`config.mk`:
```
export PLATFORM = sky130hd
export DESIGN_NAME = go_back_n_sliding_window_core_flat
export DESIGN_NICKNAME = d
export VERILOG_FILES = /design/src/hdl/gbn_pkg.sv /design/src/hdl/gbn_req_if.sv /design/src/hdl/gbn_rsp_if.sv /design/src/hdl/gbn_ctrl.sv /design/src/hdl/gbn_dp.sv /design/src/hdl/go_back_n_sliding_window_core.sv /design/src/flat_wrapper.sv
export SDC_FILE = /design/constraint.sdc
export NUM_CORES = 1
export LEC_CHECK = 0
export ABC_AREA = 1
export BUFFER_PORTS_ARGS = -buffer_cell sky130_fd_sc_hd__buf_2
export CORE_MARGIN = 3
export CORE_UTILIZATION = 25
export DETAILED_ROUTE_END_ITERATION = 8
export SKIP_CTS_REPAIR_TIMING = 1
export SYNTH_ARGS = -nofsm -noshare
export SYNTH_HDL_FRONTEND = slang
export SYNTH_SLANG_ARGS = --single-unit
```
`constraint.sdc`:
```
create_clock -name clock -period 4.1 [get_ports clock]
set_clock_uncertainty 0.15 [all_clocks]
set_input_delay 0.82 -clock clock [delete_from_list [all_inputs] [get_ports clock]]
set_output_delay 0.82 -clock clock [all_outputs]
set_load 0.005 [all_outputs]
```
`src/hdl/gbn_pkg.sv`:
```
// Shared types, constants and helpers for the go-back-n window core.
// No dependencies; every other file imports this package.

package gbn_pkg;

   localparam int MAX_SEQUENCE    = 7;
   localparam int SEQ_SPACE       = MAX_SEQUENCE + 1;
   localparam int SEQ_W           = 3;
   localparam int CNT_W           = 4;
   localparam int PAYLOAD_WIDTH   = 16;
   localparam int TIMEOUT_W       = 16;
   localparam int TIMER_WIDTH_DEF = 16;
   localparam int KIND_W          = 3;
   localparam int CMD_W           = 2;

   localparam logic [TIMEOUT_W-1:0] TIMEOUT_RESET = 16'd1000;

   typedef enum logic [CMD_W-1:0] {
      CMD_SEND   = 2'd0,
      CMD_ARRIVE = 2'd1,
      CMD_CKERR  = 2'd2,
      CMD_TICK   = 2'd3
   } cmd_type;

   typedef enum logic [KIND_W-1:0] {
      KIND_TX      = 3'd0,
      KIND_RETX    = 3'd1,
      KIND_DELIVER = 3'd2,
      KIND_RELEASE = 3'd3,
      KIND_REFUSE  = 3'd4
   } kind_type;

   typedef enum logic [1:0] {
      ST_IDLE,
      ST_DECODE,
      ST_RELEASE,
      ST_RESEND
   } state_type;

   typedef enum logic [2:0] {
      OP_NONE,
      OP_SEND,
      OP_REFUSE,
      OP_DELIVER,
      OP_RELEASE,
      OP_TICK,
      OP_RESEND
   } op_type;

   // controller -> datapath
   typedef struct packed {
      logic   load;
      op_type op;
      logic   last;
   } ctl_cmd_type;

   // datapath -> controller
   typedef struct packed {
      cmd_type cmd;
      logic    in_order;
      logic    window_full;
      logic    rel_more;
      logic    rel_last;
      logic    expired;
      logic    buf_nonzero;
      logic    rs_last;
      logic    out_free;
   } ctl_stat_type;

   // a <= b < c, taken circularly
   function automatic logic circ_between(input logic [SEQ_W-1:0] a,
                                         input logic [SEQ_W-1:0] b,
                                         input logic [SEQ_W-1:0] c);
      return ((a <= b) && (b < c)) || ((c < a) && (a <= b)) || ((b < c) && (c < a));
   endfunction

   function automatic logic [SEQ_W-1:0] seq_inc(input logic [SEQ_W-1:0] s);
      return (s == SEQ_W'(MAX_SEQUENCE)) ? '0 : SEQ_W'(s + 1'b1);
   endfunction

   function automatic logic is_emit(input op_type op);
      return (op != OP_NONE) && (op != OP_TICK);
   endfunction

endpackage

```
`src/hdl/gbn_req_if.sv`:
```
// Request channel: command items into the window core.
// Depends on gbn_pkg for field widths.

interface gbn_req_if import gbn_pkg::*; ();
   logic                     valid;
   logic                     ready;
   logic [CMD_W-1:0]         cmd;
   logic [PAYLOAD_WIDTH-1:0] payload;
   logic [SEQ_W-1:0]         rx_seq;
   logic [SEQ_W-1:0]         rx_ack;

   modport source (output valid, cmd, payload, rx_seq, rx_ack, input ready);
   modport sink   (input valid, cmd, payload, rx_seq, rx_ack, output ready);
endinterface

```
`src/hdl/gbn_rsp_if.sv`:
```
// Response channel: result items out of the window core.
// Depends on gbn_pkg for field widths.

interface gbn_rsp_if import gbn_pkg::*; ();
   logic                     valid;
   logic                     ready;
   logic [KIND_W-1:0]        kind;
   logic [SEQ_W-1:0]         seq_out;
   logic [SEQ_W-1:0]         ack_out;
   logic [PAYLOAD_WIDTH-1:0] payload_out;
   logic                     last;

   modport source (output valid, kind, seq_out, ack_out, payload_out, last, input ready);
   modport sink   (input valid, kind, seq_out, ack_out, payload_out, last, output ready);
endinterface

```
`src/hdl/gbn_ctrl.sv`:
```
// Sequencing state machine of the window core: decode, ack release loop, resend loop.
// Depends on gbn_pkg; drives gbn_dp through ctl_cmd_type.

module gbn_ctrl import gbn_pkg::*; (
   input  logic         clock,
   input  logic         reset,
   input  logic         req_valid,
   output logic         req_ready,
   input  ctl_stat_type stat,
   output ctl_cmd_type  cmd
);

   state_type state_ff, state_in;

   always_ff @(posedge clock) begin
      if (reset) begin
         state_ff <= ST_IDLE;
      end else begin
         state_ff <= state_in;
      end
   end

   always_comb begin
      state_in  = state_ff;
      req_ready = 1'b0;
      cmd       = '{load: 1'b0, op: OP_NONE, last: 1'b0};
      unique case (state_ff)
         ST_IDLE: begin
            req_ready = 1'b1;
            if (req_valid) begin
               cmd.load = 1'b1;
               state_in = ST_DECODE;
            end
         end
         ST_DECODE: begin
            unique case (stat.cmd)
               CMD_SEND: begin
                  if (stat.out_free) begin
                     cmd.op   = stat.window_full ? OP_REFUSE : OP_SEND;
                     cmd.last = 1'b1;
                     state_in = ST_IDLE;
                  end
               end
               CMD_ARRIVE: begin
                  // deliver first, then walk the released frames
                  if (stat.in_order) begin
                     if (stat.out_free) begin
                        cmd.op   = OP_DELIVER;
                        cmd.last = !stat.rel_more;
                        state_in = stat.rel_more ? ST_RELEASE : ST_IDLE;
                     end
                  end else begin
                     state_in = stat.rel_more ? ST_RELEASE : ST_IDLE;
                  end
               end
               CMD_TICK: begin
                  cmd.op   = OP_TICK;
                  state_in = (stat.expired && stat.buf_nonzero) ? ST_RESEND : ST_IDLE;
               end
               default: begin
                  state_in = ST_IDLE;
               end
            endcase
         end
         ST_RELEASE: begin
            if (stat.out_free) begin
               cmd.op   = OP_RELEASE;
               cmd.last = stat.rel_last;
               if (stat.rel_last) begin
                  state_in = ST_IDLE;
               end
            end
         end
         ST_RESEND: begin
            if (stat.out_free) begin
               cmd.op   = OP_RESEND;
               cmd.last = stat.rs_last;
               if (stat.rs_last) begin
                  state_in = ST_IDLE;
               end
            end
         end
         default: begin
            state_in = ST_IDLE;
         end
      endcase
   end

   a_last_ends_item: assert property (@(posedge clock) disable iff (reset)
      (is_emit(cmd.op) && cmd.last) |=> (state_ff == ST_IDLE))
      else $error("item did not end after its last result");

   a_resend_has_frames: assert property (@(posedge clock) disable iff (reset)
      (state_ff == ST_RESEND) |-> stat.buf_nonzero)
      else $error("resend loop running with an empty window");

endmodule

```
`src/hdl/gbn_dp.sv`:
```
// Datapath of the window core: sequence counters, frame store, timers, output register.
// Depends on gbn_pkg; commanded by gbn_ctrl.

module gbn_dp import gbn_pkg::*; #(
   parameter int TIMER_WIDTH = TIMER_WIDTH_DEF
) (
   input  logic                     clock,
   input  logic                     reset,
   input  logic [CMD_W-1:0]         req_cmd,
   input  logic [PAYLOAD_WIDTH-1:0] req_payload,
   input  logic [SEQ_W-1:0]         req_rx_seq,
   input  logic [SEQ_W-1:0]         req_rx_ack,
   input  logic                     csr_we,
   input  logic [TIMEOUT_W-1:0]     csr_wdata,
   input  ctl_cmd_type              cmd,
   output ctl_stat_type             stat,
   output logic                     rsp_valid,
   input  logic                     rsp_ready,
   output logic [KIND_W-1:0]        rsp_kind,
   output logic [SEQ_W-1:0]         rsp_seq_out,
   output logic [SEQ_W-1:0]         rsp_ack_out,
   output logic [PAYLOAD_WIDTH-1:0] rsp_payload_out,
   output logic                     rsp_last
);

   localparam int CMP_W = (TIMER_WIDTH > TIMEOUT_W) ? TIMER_WIDTH : TIMEOUT_W;

   // latched request
   cmd_type                  cmd_ff;
   logic [PAYLOAD_WIDTH-1:0] pay_ff;
   logic [SEQ_W-1:0]         rseq_ff;
   logic [SEQ_W-1:0]         rack_ff;

   // window state
   logic [SEQ_W-1:0]         nts_ff;
   logic [SEQ_W-1:0]         oldest_ff;
   logic [SEQ_W-1:0]         expected_ff;
   logic [CNT_W-1:0]         buf_ff;
   logic [TIMEOUT_W-1:0]     timeout_ff;
   logic [SEQ_W-1:0]         rs_ptr_ff;
   logic [CNT_W-1:0]         rs_left_ff;

   logic [PAYLOAD_WIDTH-1:0] frame_mem [SEQ_SPACE];

   logic [TIMER_WIDTH-1:0]   tmr_ff  [SEQ_SPACE];
   logic [TIMER_WIDTH-1:0]   tmr_inc [SEQ_SPACE];
   logic [SEQ_SPACE-1:0]     tmr_run_ff;
   logic [SEQ_SPACE-1:0]     tmr_hit;

   logic                     rsp_valid_ff;
   logic [KIND_W-1:0]        kind_ff;
   logic [SEQ_W-1:0]         seq_out_ff;
   logic [SEQ_W-1:0]         ack_out_ff;
   logic [PAYLOAD_WIDTH-1:0] pay_out_ff;
   logic                     last_ff;

   logic                     emit;
   logic [SEQ_W-1:0]         piggy_ack;
   logic [SEQ_W-1:0]         oldest_next;

   assign emit        = is_emit(cmd.op);
   assign piggy_ack   = SEQ_W'(expected_ff + SEQ_W'(MAX_SEQUENCE));
   assign oldest_next = seq_inc(oldest_ff);

   // saturating increment and expiry compare, one per timer
   always_comb begin
      for (int i = 0; i < SEQ_SPACE; i++) begin
         tmr_inc[i] = (tmr_ff[i] == {TIMER_WIDTH{1'b1}}) ? tmr_ff[i]
                                                        : TIMER_WIDTH'(tmr_ff[i] + 1'b1);
         tmr_hit[i] = tmr_run_ff[i] && (CMP_W'(tmr_inc[i]) >= CMP_W'(timeout_ff));
      end
   end

   always_comb begin
      stat.cmd         = cmd_ff;
      stat.in_order    = (rseq_ff == expected_ff);
      stat.window_full = (buf_ff >= CNT_W'(MAX_SEQUENCE));
      stat.rel_more    = (buf_ff != '0) && circ_between(oldest_ff, rack_ff, nts_ff);
      stat.rel_last    = !((buf_ff > CNT_W'(1)) && circ_between(oldest_next, rack_ff, nts_ff));
      stat.expired     = |tmr_hit;
      stat.buf_nonzero = (buf_ff != '0);
      stat.rs_last     = (rs_left_ff == CNT_W'(1));
      stat.out_free    = !rsp_valid_ff || rsp_ready;
   end

   always_ff @(posedge clock) begin
      if (cmd.load) begin
         cmd_ff  <= cmd_type'(req_cmd);
         pay_ff  <= req_payload;
         rseq_ff <= req_rx_seq;
         rack_ff <= req_rx_ack;
      end
   end

   always_ff @(posedge clock) begin
      if (reset) begin
         timeout_ff <= TIMEOUT_RESET;
      end else if (csr_we) begin
         timeout_ff <= csr_wdata;
      end
   end

   always_ff @(posedge clock) begin
      if (reset) begin
         nts_ff      <= '0;
         oldest_ff   <= '0;
         expected_ff <= '0;
         buf_ff      <= '0;
         rs_ptr_ff   <= '0;
         rs_left_ff  <= '0;
      end else begin
         unique case (cmd.op)
            OP_SEND: begin
               nts_ff <= seq_inc(nts_ff);
               buf_ff <= CNT_W'(buf_ff + 1'b1);
            end
            OP_DELIVER: begin
               expected_ff <= seq_inc(expected_ff);
            end
            OP_RELEASE: begin
               oldest_ff <= oldest_next;
               buf_ff    <= CNT_W'(buf_ff - 1'b1);
            end
            OP_TICK: begin
               // arm the resend walk from the oldest outstanding frame
               rs_ptr_ff  <= oldest_ff;
               rs_left_ff <= buf_ff;
            end
            OP_RESEND: begin
               rs_ptr_ff  <= seq_inc(rs_ptr_ff);
               rs_left_ff <= CNT_W'(rs_left_ff - 1'b1);
            end
            default: begin
            end
         endcase
      end
   end

   always_ff @(posedge clock) begin
      if (cmd.op == OP_SEND) begin
         frame_mem[nts_ff] <= pay_ff;
      end
   end

   always_ff @(posedge clock) begin
      if (reset) begin
         for (int i = 0; i < SEQ_SPACE; i++) begin
            tmr_ff[i]     <= '0;
            tmr_run_ff[i] <= 1'b0;
         end
      end else begin
         for (int i = 0; i < SEQ_SPACE; i++) begin
            if (cmd.op == OP_TICK && tmr_run_ff[i]) begin
               tmr_ff[i] <= tmr_inc[i];
            end
            if (cmd.op == OP_SEND && nts_ff == SEQ_W'(i)) begin
               tmr_ff[i]     <= '0;
               tmr_run_ff[i] <= 1'b1;
            end
            if (cmd.op == OP_RELEASE && oldest_ff == SEQ_W'(i)) begin
               tmr_ff[i]     <= '0;
               tmr_run_ff[i] <= 1'b0;
            end
            if (cmd.op == OP_RESEND && rs_ptr_ff == SEQ_W'(i)) begin
               tmr_ff[i] <= '0;
            end
         end
      end
   end

   // output register: hold until the transfer completes
   always_ff @(posedge clock) begin
      if (reset) begin
         rsp_valid_ff <= 1'b0;
      end else if (emit) begin
         rsp_valid_ff <= 1'b1;
      end else if (rsp_ready) begin
         rsp_valid_ff <= 1'b0;
      end
   end

   always_ff @(posedge clock) begin
      if (emit) begin
         last_ff <= cmd.last;
         unique case (cmd.op)
            OP_SEND: begin
               kind_ff    <= KIND_TX;
               seq_out_ff <= nts_ff;
               ack_out_ff <= piggy_ack;
               pay_out_ff <= pay_ff;
            end
            OP_RESEND: begin
               kind_ff    <= KIND_RETX;
               seq_out_ff <= rs_ptr_ff;
               ack_out_ff <= piggy_ack;
               pay_out_ff <= frame_mem[rs_ptr_ff];
            end
            OP_DELIVER: begin
               kind_ff    <= KIND_DELIVER;
               seq_out_ff <= rseq_ff;
               ack_out_ff <= '0;
               pay_out_ff <= pay_ff;
            end
            OP_RELEASE: begin
               kind_ff    <= KIND_RELEASE;
               seq_out_ff <= oldest_ff;
               ack_out_ff <= '0;
               pay_out_ff <= '0;
            end
            default: begin
               kind_ff    <= KIND_REFUSE;
               seq_out_ff <= '0;
               ack_out_ff <= '0;
               pay_out_ff <= '0;
            end
         endcase
      end
   end

   assign rsp_valid       = rsp_valid_ff;
   assign rsp_kind        = kind_ff;
   assign rsp_seq_out     = seq_out_ff;
   assign rsp_ack_out     = ack_out_ff;
   assign rsp_payload_out = pay_out_ff;
   assign rsp_last        = last_ff;

   a_window_span: assert property (@(posedge clock) disable iff (reset)
      (buf_ff <= CNT_W'(MAX_SEQUENCE)) &&
      (SEQ_W'(nts_ff - oldest_ff) == buf_ff[SEQ_W-1:0]))
      else $error("outstanding count disagrees with window pointers");

   a_timers_match_window: assert property (@(posedge clock) disable iff (reset)
      $countones(tmr_run_ff) == int'(buf_ff))
      else $error("running timers do not match outstanding frames");

   a_emit_into_free_slot: assert property (@(posedge clock) disable iff (reset)
      emit |-> (!rsp_valid_ff || rsp_ready))
      else $error("result loaded over an untaken result");

endmodule

```
`src/hdl/go_back_n_sliding_window_core.sv`:
```
// Go-back-N endpoint with a 3-bit sequence space, top level.
// Usage: drive command items on req_chan (send, frame arrival, checksum error,
// tick); results leave on rsp_chan, each flagged by last if it ends its item.
// Kinds: transmit, retransmit, in-order deliver, ack released, refused (window full).
// The user writes the timeout in ticks on csr_we/csr_wdata only while no item
// is in flight; the block itself does not enforce it. An accepted item is
// latched and decoded in the next cycle; its first result is loaded into the
// output register once that register is free. Items pass one at a time through
// the control state machine; the release loop and the resend loop walk one
// frame a cycle while the output is free, and an arrival that delivers nothing,
// like an expiring tick, goes from decode straight to its release or resend loop.
// A new item is taken as soon as the last result sits in the output register,
// even while it waits there. A stalled receiver freezes the loops.
// Reset (synchronous, active high) empties the window, stops all timers and
// restores the timeout to 1000 ticks; the frame store holds no reset value.

module go_back_n_sliding_window_core import gbn_pkg::*; #(
   parameter int TIMER_WIDTH = TIMER_WIDTH_DEF
) (
   input  logic                 clock,
   input  logic                 reset,
   gbn_req_if.sink              req_chan,
   gbn_rsp_if.source            rsp_chan,
   input  logic                 csr_we,
   input  logic [TIMEOUT_W-1:0] csr_wdata
);

   ctl_cmd_type  ctl_cmd;
   ctl_stat_type ctl_stat;

   gbn_ctrl u_ctrl (
      .clock     (clock),
      .reset     (reset),
      .req_valid (req_chan.valid),
      .req_ready (req_chan.ready),
      .stat      (ctl_stat),
      .cmd       (ctl_cmd)
   );

   gbn_dp #(
      .TIMER_WIDTH (TIMER_WIDTH)
   ) u_dp (
      .clock           (clock),
      .reset           (reset),
      .req_cmd         (req_chan.cmd),
      .req_payload     (req_chan.payload),
      .req_rx_seq      (req_chan.rx_seq),
      .req_rx_ack      (req_chan.rx_ack),
      .csr_we          (csr_we),
      .csr_wdata       (csr_wdata),
      .cmd             (ctl_cmd),
      .stat            (ctl_stat),
      .rsp_valid       (rsp_chan.valid),
      .rsp_ready       (rsp_chan.ready),
      .rsp_kind        (rsp_chan.kind),
      .rsp_seq_out     (rsp_chan.seq_out),
      .rsp_ack_out     (rsp_chan.ack_out),
      .rsp_payload_out (rsp_chan.payload_out),
      .rsp_last        (rsp_chan.last)
   );

endmodule
```
`src/flat_wrapper.sv`:
```
// flat-port wrapper written by rule: the top's interface ports become plain ports
module go_back_n_sliding_window_core_flat import gbn_pkg::*;
#(
   parameter int TIMER_WIDTH = TIMER_WIDTH_DEF
)
  (clock, reset, csr_we, csr_wdata, req_chan_valid, req_chan_cmd, req_chan_payload, req_chan_rx_seq, req_chan_rx_ack, req_chan_ready, rsp_chan_valid, rsp_chan_kind, rsp_chan_seq_out, rsp_chan_ack_out, rsp_chan_payload_out, rsp_chan_last, rsp_chan_ready);
  gbn_req_if req_chan_i ();
  gbn_rsp_if rsp_chan_i ();
  input  logic clock;
  input  logic reset;
  input  logic csr_we;
  input  logic [TIMEOUT_W-1:0] csr_wdata;
  input wire logic [$bits(req_chan_i.valid)-1:0] req_chan_valid;
  input wire logic [$bits(req_chan_i.cmd)-1:0] req_chan_cmd;
  input wire logic [$bits(req_chan_i.payload)-1:0] req_chan_payload;
  input wire logic [$bits(req_chan_i.rx_seq)-1:0] req_chan_rx_seq;
  input wire logic [$bits(req_chan_i.rx_ack)-1:0] req_chan_rx_ack;
  output wire logic [$bits(req_chan_i.ready)-1:0] req_chan_ready;
  output wire logic [$bits(rsp_chan_i.valid)-1:0] rsp_chan_valid;
  output wire logic [$bits(rsp_chan_i.kind)-1:0] rsp_chan_kind;
  output wire logic [$bits(rsp_chan_i.seq_out)-1:0] rsp_chan_seq_out;
  output wire logic [$bits(rsp_chan_i.ack_out)-1:0] rsp_chan_ack_out;
  output wire logic [$bits(rsp_chan_i.payload_out)-1:0] rsp_chan_payload_out;
  output wire logic [$bits(rsp_chan_i.last)-1:0] rsp_chan_last;
  input wire logic [$bits(rsp_chan_i.ready)-1:0] rsp_chan_ready;
  assign req_chan_i.valid = req_chan_valid;
  assign req_chan_i.cmd = req_chan_cmd;
  assign req_chan_i.payload = req_chan_payload;
  assign req_chan_i.rx_seq = req_chan_rx_seq;
  assign req_chan_i.rx_ack = req_chan_rx_ack;
  assign req_chan_ready = req_chan_i.ready;
  assign rsp_chan_valid = rsp_chan_i.valid;
  assign rsp_chan_kind = rsp_chan_i.kind;
  assign rsp_chan_seq_out = rsp_chan_i.seq_out;
  assign rsp_chan_ack_out = rsp_chan_i.ack_out;
  assign rsp_chan_payload_out = rsp_chan_i.payload_out;
  assign rsp_chan_last = rsp_chan_i.last;
  assign rsp_chan_i.ready = rsp_chan_ready;
  go_back_n_sliding_window_core #(.TIMER_WIDTH(TIMER_WIDTH)) u_core (.clock(clock), .reset(reset), .req_chan(req_chan_i), .rsp_chan(rsp_chan_i), .csr_we(csr_we), .csr_wdata(csr_wdata));
endmodule
```
==> impl_results.md, run 1 <==
* Area Overhead vs Synth at 15.7%
* First-pass GRT wire length at approximately 87 mm
* Post-synth ARST share at 0%
* Setup CP Type: flop to flop
* Clock slew at reported path FFs at roughly 70 ps
* I/O pin count at 73
* CTS max path bufs at 3
* Number of antenna violations at the first check in global routing at 0
* # nets final at 2728
* Number of DRC markers in iteration 0 at 1291
* Worst Path Arrival at 4020 ps
* CP delay by family, top: simple AND/OR/NAND/NOR gates
* Min-delay src: req_chan_payload[10]
* Leakage power at between 0.01 and 0.015 uW
* Synth Instances at 2410
* Syn Std Cell Area at 0.0211 mm2
* Vias post-DR at 16500
* FP Rows at 105
* Slew HR at 46.5%
* Synth unique cells at 53
* Vias in the first global route at 15700
* H-tree depth at 2
* Crit Path Max Fanout at 6
* Total negative slack at 0 ps
* Post-synth EDFFs at 306
* CTS tree: done
* Diodes inserted at 0
* Final hold violation count at 0
* Tightest Pin Transition at 802 ps
* Worst EP required at 4420 ps
* Cell mode on critical path: nand2_1
* CP endpoint kind: flop
* Drt via density at 4.51
* Peak VDD IR at between 0.0002 and 0.0003 V
* Final WS setup at 401 ps
* Worst Setup Start Kind: flop
* FF-to-FF Start: u_core.u_dp.tmr_ff[1][16]
* CP peak stage delay at between 400 and 500 ps
* Pwr Total at 8910 uW
* Power Dens Cells at 365 mW/mm2
* Setup WS pre-CTS at approximately 360 ps
* DRT Wirelength at about 56 mm
* Clock tree root driver cell: clkbuf_16
* Final period utilization at 90.2%
* Status: finished, final reports clean
* TritonCTS buffer count at 40
* Top cells by area, synth: edfxtp_1, ha_1, nand2_1, inv_1, a21oi_1
* Fin. max-slew vios at 0
* Synth Area per Inst at 8.76 um2
* Die Wd at between 200 and 300 um
* Antenna-violating nets left at 0
* Slowest CP cell: edfxtp_1
* Final Critical Period at 3700 ps
* Clock Latency Late Sink at about 600 ps
* Die area at 0.0879 mm2
* Fmax achieved at 270 MHz
* Layout cells sized above 1 at 9.80%
* DP Area at 0.0229 mm2
* Worst hold path type: input pin to flop
* Synth warnings at 0
* Maxcap violations at 0
* DRC errors left at 0
* Ys flop type: edfxtp_1
* Detailed Place HPWL at 38.0 mm
* Largest net degree at the start of global routing at 65
* Final instance area at 0.0244 mm2
* Critical path origin: u_core.u_dp.tmr_ff[1][16]
* GP Congestion at just under 0.9
* Die Height at 297 um
* Syn_nets at ~2600
* Area leader, netlist: edfxtp_1
* Worst path buffer plus inverter count at 3
* Core area at just over 0.08 mm2
* Grt ovf at 0
* PortBufs at 72
* GRT Util Overall at 12.6%
* # clock sinks at 356
* Initial Utilization at 25.5%
* Seq/Total Area, Yosys at around half
* Area share of the largest cell type after synthesis at 43.5%
* Final setup vio count at 0
* Pre-Repair DR Iteration Count at 5
* RSZ-0062 raised after global routing: false
* Seq cells post-synth at 356
* WL/cell at 15.2 um
-- synth_stat cells (14+ instances only) --
| cell type | instances |
|---|---|
| a211oi_1 | 15 |
| a21oi_1 | 212 |
| clkbuf_1 | 40 |
| dfxtp_1 | 50 |
| edfxtp_1 | 306 |
| ha_1 | 175 |
| inv_1 | 285 |
| nand2_1 | 562 |
| nand3_1 | 135 |
| nand4_1 | 24 |
| nor2_1 | 237 |
| nor2_2 | 14 |
| nor3_1 | 67 |
| nor4_1 | 16 |
| o21ai_0 | 65 |
| o31ai_1 | 16 |
| xor2_1 | 68 |
-- routing by layer --
layer / vias to the layer above / GRT usage [%] / share of wire, %
li1: 8366 / - / -
met3: 85 / 1.92 / 6.0
met2: 458 / 20.4 / 45
met5: - / 0 / 0
met4: 0 / 2.93 / 1.9
met1: 7618 / 17.7 / 47
-- sequential cells by signal, indices dropped and copies added (netlist names), 4 cells and up, named ones only --
register and flops:
u_core.u_dp.buf_ff 4, u_core.u_dp.frame_mem 128, u_core.u_dp.pay_ff 16, u_core.u_dp.rs_left_ff 4
u_core.u_dp.rsp_payload_out 16, u_core.u_dp.timeout_ff 16, u_core.u_dp.tmr_ff 128, u_core.u_dp.tmr_run_ff 8
-- report_power, final --
| part | leakage (uW) | switching [uW] | total (uW) | internal (uW) |
|---|---|---|---|---|
| sequential | 0.00336 | 109 | 4170 | 4060 |
| combinational | 0.00595 | 548 | 824 | 276 |
| clock | 0.000692 | 1650 | 3920 | 2270 |
| total | 0.0100 | 2300 | 8910 | 6610 |
-- layout make-up --
class                      count  area [um2]
fill                        8726       58500
multi-input combinational   1702        9600
inverter                     296        1110
sequential                   356       10200
timing repair buffer         112         661
clock inverter                30         395
clock buffer                  44        1050
tap                         1123        1410
-- cell usage in the layout (no fill, tap or decap), drive strengths merged, types with 5 or more instances in the layout --
cell type,instances
xor2,68
nand2,569
nor3,77
and2,6
nor4,20
nor2,254
o31ai,16
nand4,24
nor3b,6
dfxtp,50
edfxtp,306
nand3,139
clkbuf,44
o211ai,5
a21oi,215
o21ai,67
buf,112
xnor2,10
o21bai,7
a211oi,15
ha,175
bufinv,6
inv,299
clkinv,17
a31oi,7
-- cell families after synthesis --
group,share of synthesized area [%]
buffers and inverters,6.47
AOI/OAI and AO/OA,8.87
xor gates and xnor gates,3.24
adders and majority gates,10.4
DFF,48.3
and+or+nand+nor,22.8
-- metrics by stage --
step	cells	util (%)	hold WS (ps)
final	3663	29.5	236
after global routing	3663	29.5	217
after CTS	3661	29.4	206
after detailed placement	3587	27.7	329
after global placement	3587	27.7	320
after floorplan	2410	-	300
-- path summary, 6_finish.rpt --
path                                     to  slack (ps)  cells past startpoint
setup / recovery  u_core.u_ctrl.state_ff[0]         400                     28
hold / removal       u_core.u_dp.pay_ff[10]         240                      1
setup reg to reg  u_core.u_ctrl.state_ff[0]         400                     28
hold reg to reg   u_core.u_dp.tmr_run_ff[2]         330                      2
Note: power is estimated with default switching activity, not from simulation.
==> run 2: changes to the inputs <==
==> constraint.sdc (replaced) <==
create_clock -name clock -period 4.1 [get_ports clock]
set_clock_uncertainty 0.15 [all_clocks]
set_input_delay 0 -clock clock [delete_from_list [all_inputs] [get_ports clock]]
set_output_delay 0 -clock clock [all_outputs]
set_load 0.005 [all_outputs]
==> run 2 against run 1 <==
Compared with the run above:
- highest routed layer unchanged
- final cell count up 2.0%
- flip-flop and latch count unchanged
- worst setup slack worse by 17 ps
- sequential share of layout area down 1.0 points
- core utilization up 0.76 points
- clock-buffer cell count up 14
- non-clock buffer count up 71
==> impl_results.md, run 2 (synthesis results as in run 1) <==
* # clock sinks at approximately 360
* CP peak stage delay at 420 ps
* Worst Path Arrival at 4000 ps
* Drt via density at 4.52
* # nets final at 2800
* Most frequent cells in the layout: nand2_1, edfxtp_1, inv_1, nor2_1, a21oi_1
* RSZ-0062 raised after global routing: false
* CTS max path bufs at 3
* Diodes inserted at 0
* Cell mode on critical path: nand2_1
* Most common cell after layout, fill and taps aside: nand2_1
* Finished Core Util at 30.2%
* Clock slew at reported path FFs at 60 ps
* Setup WS pre-CTS at 384 ps
* Hold_ws at 3.47 ps
* Power Dens Cells at between 300 and 400 mW/mm2
* Largest net degree at the start of global routing at 65
* Slew HR at a little over two fifths
* Layout fillers at 8676
* Maxcap violations at 0
* Worst hold path type: input pin to flop
* WL/cell at 15.1 um
* Worst Setup Start Kind: flop
* Slowest CP cell: nor4_2
* NetSw at 2240 uW
* P_int at 6500 uW
* GP Congestion at 0.866
* FF-to-FF Start: u_core.u_dp.tmr_ff[1][49]
* Critical path origin: u_core.u_dp.tmr_ff[1][49]
* Number of antenna violations at the first check in global routing at 1
* Tightest Pin Transition at 852 ps
* Switching share of power at 25.6%
* TritonCTS buffer count at between 40 and 50
* Leakage power at 0.0103 uW
* Pre-Repair DR Iteration Count at 5
* Area taken by multi-input logic gates at between 0.009 and 0.01 mm2
* PortBufs at approximately 70
* Initial Utilization at 25.5%
* Worst reg2reg path depth at 27
* Critical Path End: u_core.u_ctrl.state_ff[1]
* GRT Util Overall at between 10% and 20%
* First-pass GRT wire length at 87.6 mm
* CP endpoint kind: flop
* Number of DRC markers in iteration 0 at 1273
* Final hold violation count at 0
* Clock tree root driver cell: clkbuf_16
* Status: finished, final reports clean
* Levels on crit path at 27
* Reg2reg setup slack at 380 ps
* Total negative slack at 0 ps
* Antenna-violating nets left at 0
* Setup CP Type: flop to flop
* Die area at 0.0879 mm2
* Worst path buffer plus inverter count at 2
* Die Wd at 297 um
* DRC errors left at 0
* Layout cells sized above 1 at 8.96%
* Final period utilization at 90.6%
* DRT Wirelength at 56.6 mm
* Clock Latency Late Sink at 580 ps
* Final WS setup at approximately 380 ps
* Vias post-DR at 16900
* Worst EP required at 4380 ps
* Combinational group share of total power at 10.2%
* Grt ovf at 0
* Fin. max-slew vios at 0
* Area Overhead vs Synth at 18.7%
* I/O pin count at 73
* CP delay by family, top: simple AND/OR/NAND/NOR gates
* CTS tree: done
* Peak VDD IR at 0.000284 V
* Detailed Place HPWL at 37.8 mm
* FP Rows at about 110
* Fmax achieved at 269 MHz
* Crit Path Max Fanout at 5
* H-tree depth at 2
* R2r endpoint: u_core.u_ctrl.state_ff[1]
* Register area at 0.0102 mm2
* Die Height at 297 um
* Final Critical Period at 3720 ps
* Clock power share at between 40% and 50%
* Vias in the first global route at 15700
* Largest regs: u_core.u_dp.frame_mem x128, u_core.u_dp.tmr_ff x128
* Final setup vio count at 0
* Sequential share of power at 47.8%
* Core area at 0.0829 mm2
run 2: area by class of cell:
cell class	instances	share of cell area, %
Sequential cell	356	40.7
Multi-Input combinational cell	1702	38.3
Tap cell	1123	5.61
Timing Repair Buffer	183	5.59
Clock buffer	58	4.59
Inverter	296	4.45
Clock inverter	17	0.744
run 2: routing by layer:
layer	GRT usage [%]	up-vias	part of all wire (%)
met5	0	-	0
met4	2.98	0	1.9
met3	1.78	80	5.5
met2	20.0	438	45
met1	17.9	7867	48
li1	-	8501	-
run 2: per-stage QoR:
| stage | cell area [um2] | instances | total power [uW] |
|---|---|---|---|
| 6_report | 25000 | 3735 | 8730 |
| 3_3_place_gp | 22900 | 3581 | 5050 |
| 2_1_floorplan | 21100 | 2410 | 4770 |
| 5_1_grt | 25000 | 3735 | 9110 |
| 4_1_cts | 24200 | 3656 | 8760 |
| 3_5_place_dp | 22900 | 3581 | 5070 |
run 2: worst min-delay path by stage:
stage	start	end	slack, ps	cells after the start
final	req_chan_payload[11]	u_core.u_dp.pay_ff[11]	3	2
after global routing	req_chan_payload[10]	u_core.u_dp.pay_ff[10]	5	2
after CTS	req_chan_payload[11]	u_core.u_dp.pay_ff[11]	-590	1
after detailed placement	req_chan_payload[4]	u_core.u_dp.pay_ff[4]	30	1
after global placement	req_chan_payload[7]	u_core.u_dp.pay_ff[7]	30	1
after floorplan	req_chan_cmd[0]	u_core.u_dp.cmd_ff[0]	-50	0
run 2: power groups by stage:
stage                     sequential, uW  combinational [uW]  clock, uW
after CTS                           4170                 825       3760
after global routing                4190                1020       3910
after floorplan                     4210                 559          0
after global placement              4250                 807          0
after detailed placement            4250                 820          0
final                               4170                 888       3670
==> run 3: changes to the inputs <==
- CORE_UTILIZATION: 25 -> 40
==> run 3 against run 2 <==
Compared with the run above:
- maximum frequency decreased by 2.2%
- first-iteration DRC count rose by 8.6%
- power down 1.5%
- flip-flop and latch count is the same
- register-to-register slack got worse by 80 ps
- sequential power about the same
- sequential share of layout area is 0.77 points higher
- core utilization rose by 17 points
- critical path type unchanged
- largest cell class unchanged
==> impl_results.md, run 3 (synthesis results as in run 1) <==
* DRC errors left at 0
* Met1 usage at 24.2%
* CP endpoint kind: flop
* Slowest CP cell: edfxtp_1
* Cell mode on critical path: nand2_1
* Worst EP required at 4380 ps
* CP delay by family, top: simple AND/OR/NAND/NOR gates
* Leakage power at 0.0103 uW
* Final instance area at between 0.02 and 0.025 mm2
* Largest regs: u_core.u_dp.frame_mem x128, u_core.u_dp.tmr_ff x128
* Core area at 0.0517 mm2
* First-pass GRT wire length at 85.7 mm
* CP peak stage delay at approximately 430 ps
* Clock tree root driver cell: clkbuf_16
* Initial Utilization at between 40% and 50%
* Drt via density at 5.18
* Die area at 0.0556 mm2
* Gr busiest metal: met2
* Most common cell after layout, fill and taps aside: nand2_1
* DRT Wirelength at 54.6 mm
* FP Rows at 83
* Die Wd at between 200 and 250 um
* Number of antenna violations at the first check in global routing at 0
* Crit Path Max Fanout at 5
* Slew HR at about a fifth
* CTS tree: done
* Area Overhead vs Synth at 16.5%
* Final hold violation count at 0
* Clock Latency Late Sink at 590 ps
* # clock sinks at 356
* Worst Path Arrival at 4070 ps
* Vias in the first global route at 16500
* Most frequent cells in the layout: nand2_1, edfxtp_1, inv_1, nor2_1, a21oi_1
* Layout fillers at 4896
* Diodes inserted at 0
* Area taken by multi-input logic gates at 0.00960 mm2
* Pre-Repair DR Iteration Count at 5
* TritonCTS buffer count at 40
* Tightest Pin Transition at approximately 1200 ps
* GRT Util Overall at about a fifth
* Final Critical Period at 3800 ps
* Setup CP Type: flop to flop
* DP Area at 0.0223 mm2
* Fin. max-slew vios at 0
* Number of DRC markers in iteration 0 at 1382
* Clock slew at reported path FFs at 60 ps
* PortBufs at 72
* Met3 GRT Util at under 10%
* Layout cells sized above 1 at 8.84%
* Die Height at 236 um
* Antenna-violating nets left at 0
* Register area at about 0.010 mm2
* Grt ovf at 0
* Setup WS pre-CTS at just under 200 ps
* Final setup vio count at 0
* WL/cell at 16.5 um
* # nets final at 2812
* Final WS setup at 302 ps
* Final period utilization at between 90 and 100%
* Grt met2 use at 32.7%
* Detailed Place HPWL at 36.4 mm
* Maxcap violations at 0
* I/O pin count at 73
* Peak VDD IR at roughly 0.00033 V
* CTS max path bufs at 3
* Largest net degree at the start of global routing at 65
* Status: finished, final reports clean
* Hold_ws at 0.404 ps
* Power Dens Cells at 350 mW/mm2
* GP Congestion at 0.901
* Worst hold path type: input pin to flop
* Worst Setup Start Kind: flop
* Fmax achieved at 263 MHz
* Worst path buffer plus inverter count at 4
* H-tree depth at 2
* Vias post-DR at about 17000
## run 3: changes by cell type in the layout (fill, tap and decap cells not counted), moves of 2 or more
cell           previous run  this run
buf_4                    33        36
dlygate4sd3_1            77        87
nor4_4                    1         3
nor4_2                    4         2
nor2_1                  231       236
nor2_2                   19        14
clkbuf_1                 11         9
clkbuf_8                  6         4
clkinv_2                  5         8
## run 3: power breakdown
| group | total (uW) | leakage (uW) | switching [uW] | internal, uW |
|---|---|---|---|---|
| Clock | 3540 | 0.000637 | 1540 | 2000 |
| Combinational | 894 | 0.00631 | 557 | 337 |
| Sequential | 4170 | 0.00336 | 105 | 4060 |
| Total | 8610 | 0.0103 | 2200 | 6400 |
## run 3: cell type report
type	count	share of cell area (%)
clock buffer	54	4.54
clock inverter	20	0.769
inverter	296	4.53
multi-input combinational	1702	39.1
sequential	356	41.5
tap	680	3.46
timing repair buffer	196	6.19
## run 3: worst paths after layout
path         slack, ps  depth (start not counted)                   endpoint                      start
min reg2reg        330                          2  u_core.u_dp.tmr_run_ff[2]  u_core.u_dp.tmr_run_ff[2]
max reg2reg        300                         29  u_core.u_ctrl.state_ff[0]   u_core.u_dp.tmr_ff[0][0]
min                0.4                          2     u_core.u_dp.rseq_ff[1]         req_chan_rx_seq[1]
max                300                         29  u_core.u_ctrl.state_ff[0]   u_core.u_dp.tmr_ff[0][0]
## run 3: stage by stage
stage / instances / setup TNS [ps] / total power, uW / utilization (%)
5_1_grt: 3304 / -39.0 / 9000 / 47.5
3_5_place_dp: 3136 / 0 / 5060 / 43.1
4_1_cts: 3210 / 0 / 8630 / 45.7
6_report: 3304 / 0 / 8610 / 47.5
2_1_floorplan: 2410 / 0 / 4770 / -
3_3_place_gp: 3136 / 0 / 5020 / 43.1
## run 3: routing by layer
| metal | vias up | wire (um) |
|---|---|---|
| met5 | - | 0 |
| met4 | 0 | 1700 |
| met3 | 108 | 2710 |
| met2 | 442 | 26200 |
| met1 | 8038 | 23900 |
| li1 | 8518 | - |
